**config.mk**
```make
export PLATFORM = sky130hd
export DESIGN_NAME = tlik_sqrt_cell
export DESIGN_NICKNAME = d
export VERILOG_FILES = /design/src/hdl/tlik_pkg.sv /design/src/hdl/tlik_sqrt_cell.sv
export SDC_FILE = /design/constraint.sdc
export NUM_CORES = 1
export LEC_CHECK = 0
export BUFFER_PORTS_ARGS = -buffer_cell sky130_fd_sc_hd__buf_2
export CAP_MARGIN = 25
export CORE_UTILIZATION = 47
export CTS_BUF_LIST = sky130_fd_sc_hd__clkbuf_2 sky130_fd_sc_hd__clkbuf_4 sky130_fd_sc_hd__clkbuf_8
export DETAILED_ROUTE_END_ITERATION = 10
export GPL_ROUTABILITY_DRIVEN = 1
export HOLD_SLACK_MARGIN = 0.05
export PLACE_DENSITY = 0.81
export SYNTH_ARGS = -nofsm -noshare
export SYNTH_HDL_FRONTEND = slang
export SYNTH_SLANG_ARGS = --single-unit
```
**constraint.sdc**
```tcl
create_clock -name clk -period 3.3 [get_ports clk]
set_input_delay 0.66 -clock clk [delete_from_list [all_inputs] [get_ports clk]]
set_output_delay 0.66 -clock clk [all_outputs]
set_load 0.01 [all_outputs]
```
**src/hdl/tlik_pkg.sv**
```systemverilog
// ----------------------------------------------------------------------------
// tlik_pkg: shared types and constants
// Payload structs, datapath widths, pipeline depths and the CORDIC arctan table.
// ----------------------------------------------------------------------------
package tlik_pkg;

	localparam int LINK_W     = 15;
	localparam int COORD_W    = 16;
	localparam int ANG_OUT_W  = 16;
	localparam int DIFF_W     = COORD_W + 1;
	localparam int D2_W       = 2 * DIFF_W;
	localparam int K_W        = D2_W + 1;
	localparam int H_W        = 32;
	localparam int RAD_W      = 2 * H_W;
	localparam int REM_W      = H_W + 4;
	localparam int V_W        = 52;
	localparam int CW         = 54;
	localparam int M_W        = V_W;
	localparam int NORM_TOP   = 47;
	localparam int NORM_N     = 6;
	localparam int SQRT_N     = 32;
	localparam int CORDIC_N   = 32;
	localparam int ANG_LAT    = NORM_N + 1 + CORDIC_N + 1;
	localparam int PIPE_LAT   = 5 + SQRT_N + 2 + ANG_LAT + 1;

	localparam logic [LINK_W-1:0] LINK_RESET = 15'd1280;

	typedef enum logic {
		CFG_UPPER = 1'b0,
		CFG_LOWER = 1'b1
	} cfg_idx_t;

	typedef struct packed {
		logic signed [COORD_W-1:0] hip_x;
		logic signed [COORD_W-1:0] hip_y;
		logic signed [COORD_W-1:0] foot_x;
		logic signed [COORD_W-1:0] foot_y;
	} req_t;

	typedef struct packed {
		logic                        solution_valid;
		logic signed [ANG_OUT_W-1:0] hip_angle;
		logic signed [ANG_OUT_W-1:0] knee_angle;
	} res_t;

	typedef struct packed {
		logic [RAD_W-1:0] rad;
		logic [REM_W-1:0] rem;
		logic [H_W-1:0]   root;
	} sqrt_t;

	typedef struct packed {
		logic signed [CW-1:0] x;
		logic signed [CW-1:0] y;
		logic [31:0]          z;
	} cord_t;

	localparam logic [31:0] ATAN_TABLE [CORDIC_N] = '{
		32'h20000000, 32'h12E4051E, 32'h09FB385B, 32'h051111D4,
		32'h028B0D43, 32'h0145D7E1, 32'h00A2F61E, 32'h00517C55,
		32'h0028BE53, 32'h00145F2F, 32'h000A2F98, 32'h000517CC,
		32'h00028BE6, 32'h000145F3, 32'h0000A2FA, 32'h0000517D,
		32'h000028BE, 32'h0000145F, 32'h00000A30, 32'h00000518,
		32'h0000028C, 32'h00000146, 32'h000000A3, 32'h00000051,
		32'h00000029, 32'h00000014, 32'h0000000A, 32'h00000005,
		32'h00000003, 32'h00000001, 32'h00000001, 32'h00000000
	};

endpackage

```
**src/hdl/tlik_sqrt_cell.sv**
```systemverilog
// ----------------------------------------------------------------------------
// tlik_sqrt_cell: one digit of the integer square root
// Takes two radicand bits, resolves one root bit, registers the partial state.
// ----------------------------------------------------------------------------
module tlik_sqrt_cell (
	input  logic           clk,
	input  tlik_pkg::sqrt_t d,
	output tlik_pkg::sqrt_t q
);
	import tlik_pkg::*;

	logic [REM_W-1:0] rem2;
	logic [REM_W-1:0] trial;

	assign rem2  = {d.rem[REM_W-3:0], d.rad[RAD_W-1 -: 2]};
	assign trial = {2'b00, d.root, 2'b01};

	always_ff @(posedge clk) begin
		q.rad <= {d.rad[RAD_W-3:0], 2'b00};
		if (rem2 >= trial) begin
			q.rem  <= rem2 - trial;
			q.root <= {d.root[H_W-2:0], 1'b1};
		end else begin
			q.rem  <= rem2;
			q.root <= {d.root[H_W-2:0], 1'b0};
		end
	end

endmodule

```
=== Word level (Yosys, flattened, before mapping) ===
Index checks and enable logic that the tools add are counted.

* Register bits after elaboration: 130
* Input bits: 133
* Output and inout bits: 132
* Logic and storage cells: 6

* Add/sub/neg operators: 1
* $lt $le $gt $ge: 1
* Muxes and demuxes: 1

{| class="wikitable"
|+ Operators by type and width
! operator !! number
|-
| $mux 68 || 1
|-
| $ge 36x34->1 || 1
|-
| $sub 36x34->36 || 1
|}

=== Longest topological paths before layout ===
* Depth in word-level cells: 2
* Mapped depth: 12

=== Least setup slack after synthesis ===
No wires, ideal clock.

* Path type: input-to-reg
* Start point: in d[18] (netlist bit)
* End point: reg q[40] (netlist bit)
* Data arrival time: 2581 ps
* Data required time: 3179 ps
* Setup time: 121 ps
* Path slack: 598 ps
* Cell stages on the path: 11
* Cell sequence: inv_1 ha_1 buf_2 nand4_1 nor4_4 nand2_1 nor3_2 nor3b_2 a21oi_4 buf_6 mux2_4

* Longest elaborated chain between the ends: 2

{| class="wikitable"
|+ Ends and longest elaborated chain
! what !! line !! RTL
|-
| from (decl) || tlik_sqrt_cell.sv:7 || <nowiki>input tlik_pkg::sqrt_t d,</nowiki>
|-
| $ge 36x34->1 || tlik_sqrt_cell.sv:20 || <nowiki>if (rem2 >= trial) begin</nowiki>
|-
| $mux 68 || tlik_sqrt_cell.sv:20 ||
|-
| to (decl) || tlik_sqrt_cell.sv:8 || <nowiki>output tlik_pkg::sqrt_t q</nowiki>
|}

No other way between the ends.

=== Final worst setup path ===
* Start point: in d[0] (netlist bit)
* End point: reg q[51] (netlist bit)

* Longest elaborated chain between the ends: 2

{| class="wikitable"
|+ Ends and longest elaborated chain
! what !! line
|-
| $sub 36x34->36 or $ge 36x34->1 (tied branches) || tlik_sqrt_cell.sv:21, tlik_sqrt_cell.sv:20
|-
| $mux 68 * || tlik_sqrt_cell.sv:20
|}

Mark *: on every way between the ends. The rest lies on a longest branch, timed or not.

==> metrics.cfg <==
[finish]
nNetsFinal=968
top_regs=q x130
finish.utilization_pct=66.03
fin_cells=955
largest_register=q
fillCellCount=882
layout-drive-gt1-share_pct=42.26
areaGrowthSynthToFinish_pct=35.84
final_area_um2=7189
largest_reg_flops=130

[floorplan]
fp-row-count=38
dieArea_um2=11690
ios=265
die_w_um=108.1
coreArea_um2=10890
die_h_um=108.1
start_util_pct=48.61

[setup_path]
cp-start-kind=input port
crit_arrival_ns=3.06
worst_path_max_delay_cell=o311ai_1
critPathMaxFanout=4
path_buf_inv=2
cp.required_ns=3.64
crit_start=d[0]
crit_path_max_incr_delay_ns=0.53
critPathKind=in2reg
cpLargestDelayFamily=compound AO/OA/AOI/OAI gates
worstPathCellList=buf_2 -> inv_1 -> ha_1 -> o21ai_0 -> a221oi_2 -> nor2_1 -> o311ai_1 -> a21bo_1 -> a21oi_1 -> xnor2_1 -> mux2_4
worstSetupEndpointType=flip-flop

[timing]
max_freq_mhz=367.5
drv_slew=0
fin_crit_ns=2.721
period_share_pct=82.46
worst_pin_slew_ns=0.5211
setup_viol=0
worst_slew_margin_rel_pct=64.71
rsz0062_at_grt=no
hold_violations=0
fin_tns_setup_ns=0

[yosys]
yosys_warnings=0
synth_area_per_cell_um2=10.00
synth_cells=529
synth_area_um2=5293
ys_ff_latch=130
synthFlopType=dfxtp_1
netlist-cell-type-count=65
yosysSeqAreaShare_pct=49.17
ys_async_sr_fraction_pct=0
synth_edf_count=0

[routing]
vias_per_cell=4.988
routed_wl_mm=15.03
dr.first_iter.drc_count=181
routedWlPerCell_um=15.73
ant_nets=0
drcViolationCount=0
num_vias=4764
drt_first_pass_iters=6

[clock_network]
htreeDepth=4
ctsLongestPathBuffers=2
cts_tree=done
cts.clk_slew.worst_paths_ns=0.08
ctsHoldBuffers=0
clkSinkCount=130
postCtsSetupBuffers=0
ctsResizeCount=0
clk_root_buffer_cell=clkbuf_8
cts_buffers=17

[global_routing]
grt_max_degree=23
grt_pass1_wl_mm=22.44
grt_util_all_layers_pct=25.56
grt_pass1_vias=4591
antenna_found_initial=1
overflow=0

[power_and_ir_drop]
p_per_area_nw_per_um2=569.9
power.leakage_uw=0.003588
ir_worst_vdd_v=0.0004208

[min_path]
min_path_type=in2reg
min_from=d[91]

[place]
dpl.hpwl_mm=12.14
dpl_cell_area_um2=6785
io_buffers=260
gp_congestion=0.8693
dp_cells=922

[run]
maxCapViolations=0

[run_status]
status=finished, final reports clean

==> worst paths after layout <==
kind	end	slack (ns)	depth (start not counted)
max	q[51]	0.58	11
min	q[93]	0.30	1
==> metal layers <==
layer | global-route usage, % | routed length [um] | vias to the layer above
met1 | 26.29 | 5713 | 2198
met4 | 10.57 | 359 | 0
met2 | 45.77 | 7758 | 166
met5 | 0 | 0 | -
met3 | 10.31 | 1192 | 31
li1 | - | - | 2369
==> cells in the final DEF (no fill, tap or decap), drive strengths merged, types with 3 or more instances in the layout <==
master,instances
inv,45
nand2,32
o21a,6
a21o,7
buf,275
ha,34
xor2,14
and2,3
nand2b,5
dfxtp,130
a21oi,60
o21ai,26
and3,4
o2111ai,3
clkbuf,19
a31oi,3
nand3,9
nor2b,4
nor3,10
nand4,11
xnor2,19
mux2,10
nor2,40
o211ai,5
clkinv,3
o21bai,6
==> per-stage QoR <==
step	setup WS, ns	hold WS, ns	power (uW)
floorplan	0.5980	0.6877	2380
global placement	0.1694	0.7620	2739
detailed placement	0.1260	0.7636	2755
CTS	0.5927	0.2746	4137
global route	0.4342	0.2673	4305
finish	0.5787	0.3042	4097
==> cells in the mapped netlist (4+ instances only) <==
cell type | number | share of area (%)
o21ai_0 | 22 | 2.1
nor3_1 | 8 | 0.76
a21o_1 | 7 | 0.99
o21bai_1 | 6 | 0.85
nor2_1 | 40 | 2.8
a21oi_1 | 50 | 4.7
nand4_1 | 10 | 1.2
a21oi_2 | 9 | 1.5
inv_1 | 39 | 2.8
dfxtp_1 | 130 | 49
mux2_4 | 7 | 2.0
nand2b_1 | 5 | 0.59
o21a_1 | 5 | 0.71
nand2_1 | 31 | 2.2
xnor2_1 | 18 | 3.0
and3_1 | 4 | 0.47
nand3_1 | 9 | 0.85
xor2_1 | 14 | 2.3
o21ai_1 | 4 | 0.38
o211ai_1 | 5 | 0.71
ha_1 | 34 | 8.0
buf_2 | 13 | 1.2
==> power breakdown <==
part,internal [uW],switching (uW)
clock,711,665
sequential,1730,38.4
combinational,434,514
total,2880,1220
==> cell families after synthesis <==
| group | after synthesis | synth area share (%) |
|---|---|---|
| fa+ha+maj | 34 | 8.038 |
| xor+xnor | 33 | 5.603 |
| other cells | 1 | 0.07085 |
| simple gates | 126 | 12.46 |
| mux | 10 | 2.624 |
| buf+inv | 62 | 5.366 |
| compound gates | 133 | 16.67 |
| flops | 130 | 49.17 |
==> final cells by class <==
type	instances	area, um2	share of cell area, %
Clock inverter	13	146.4	2.036
Tap cell	140	175.2	2.436
Multi-Input combinational cell	338	2410	33.52
Inverter	39	146.4	2.036
Timing Repair Buffer	275	1451	20.19
Clock buffer	19	255.2	3.550
Sequential cell	130	2603	36.20
Antenna cell	1	2.502	0.03481
No activity file was read; power rests on OpenSTA's default activity.
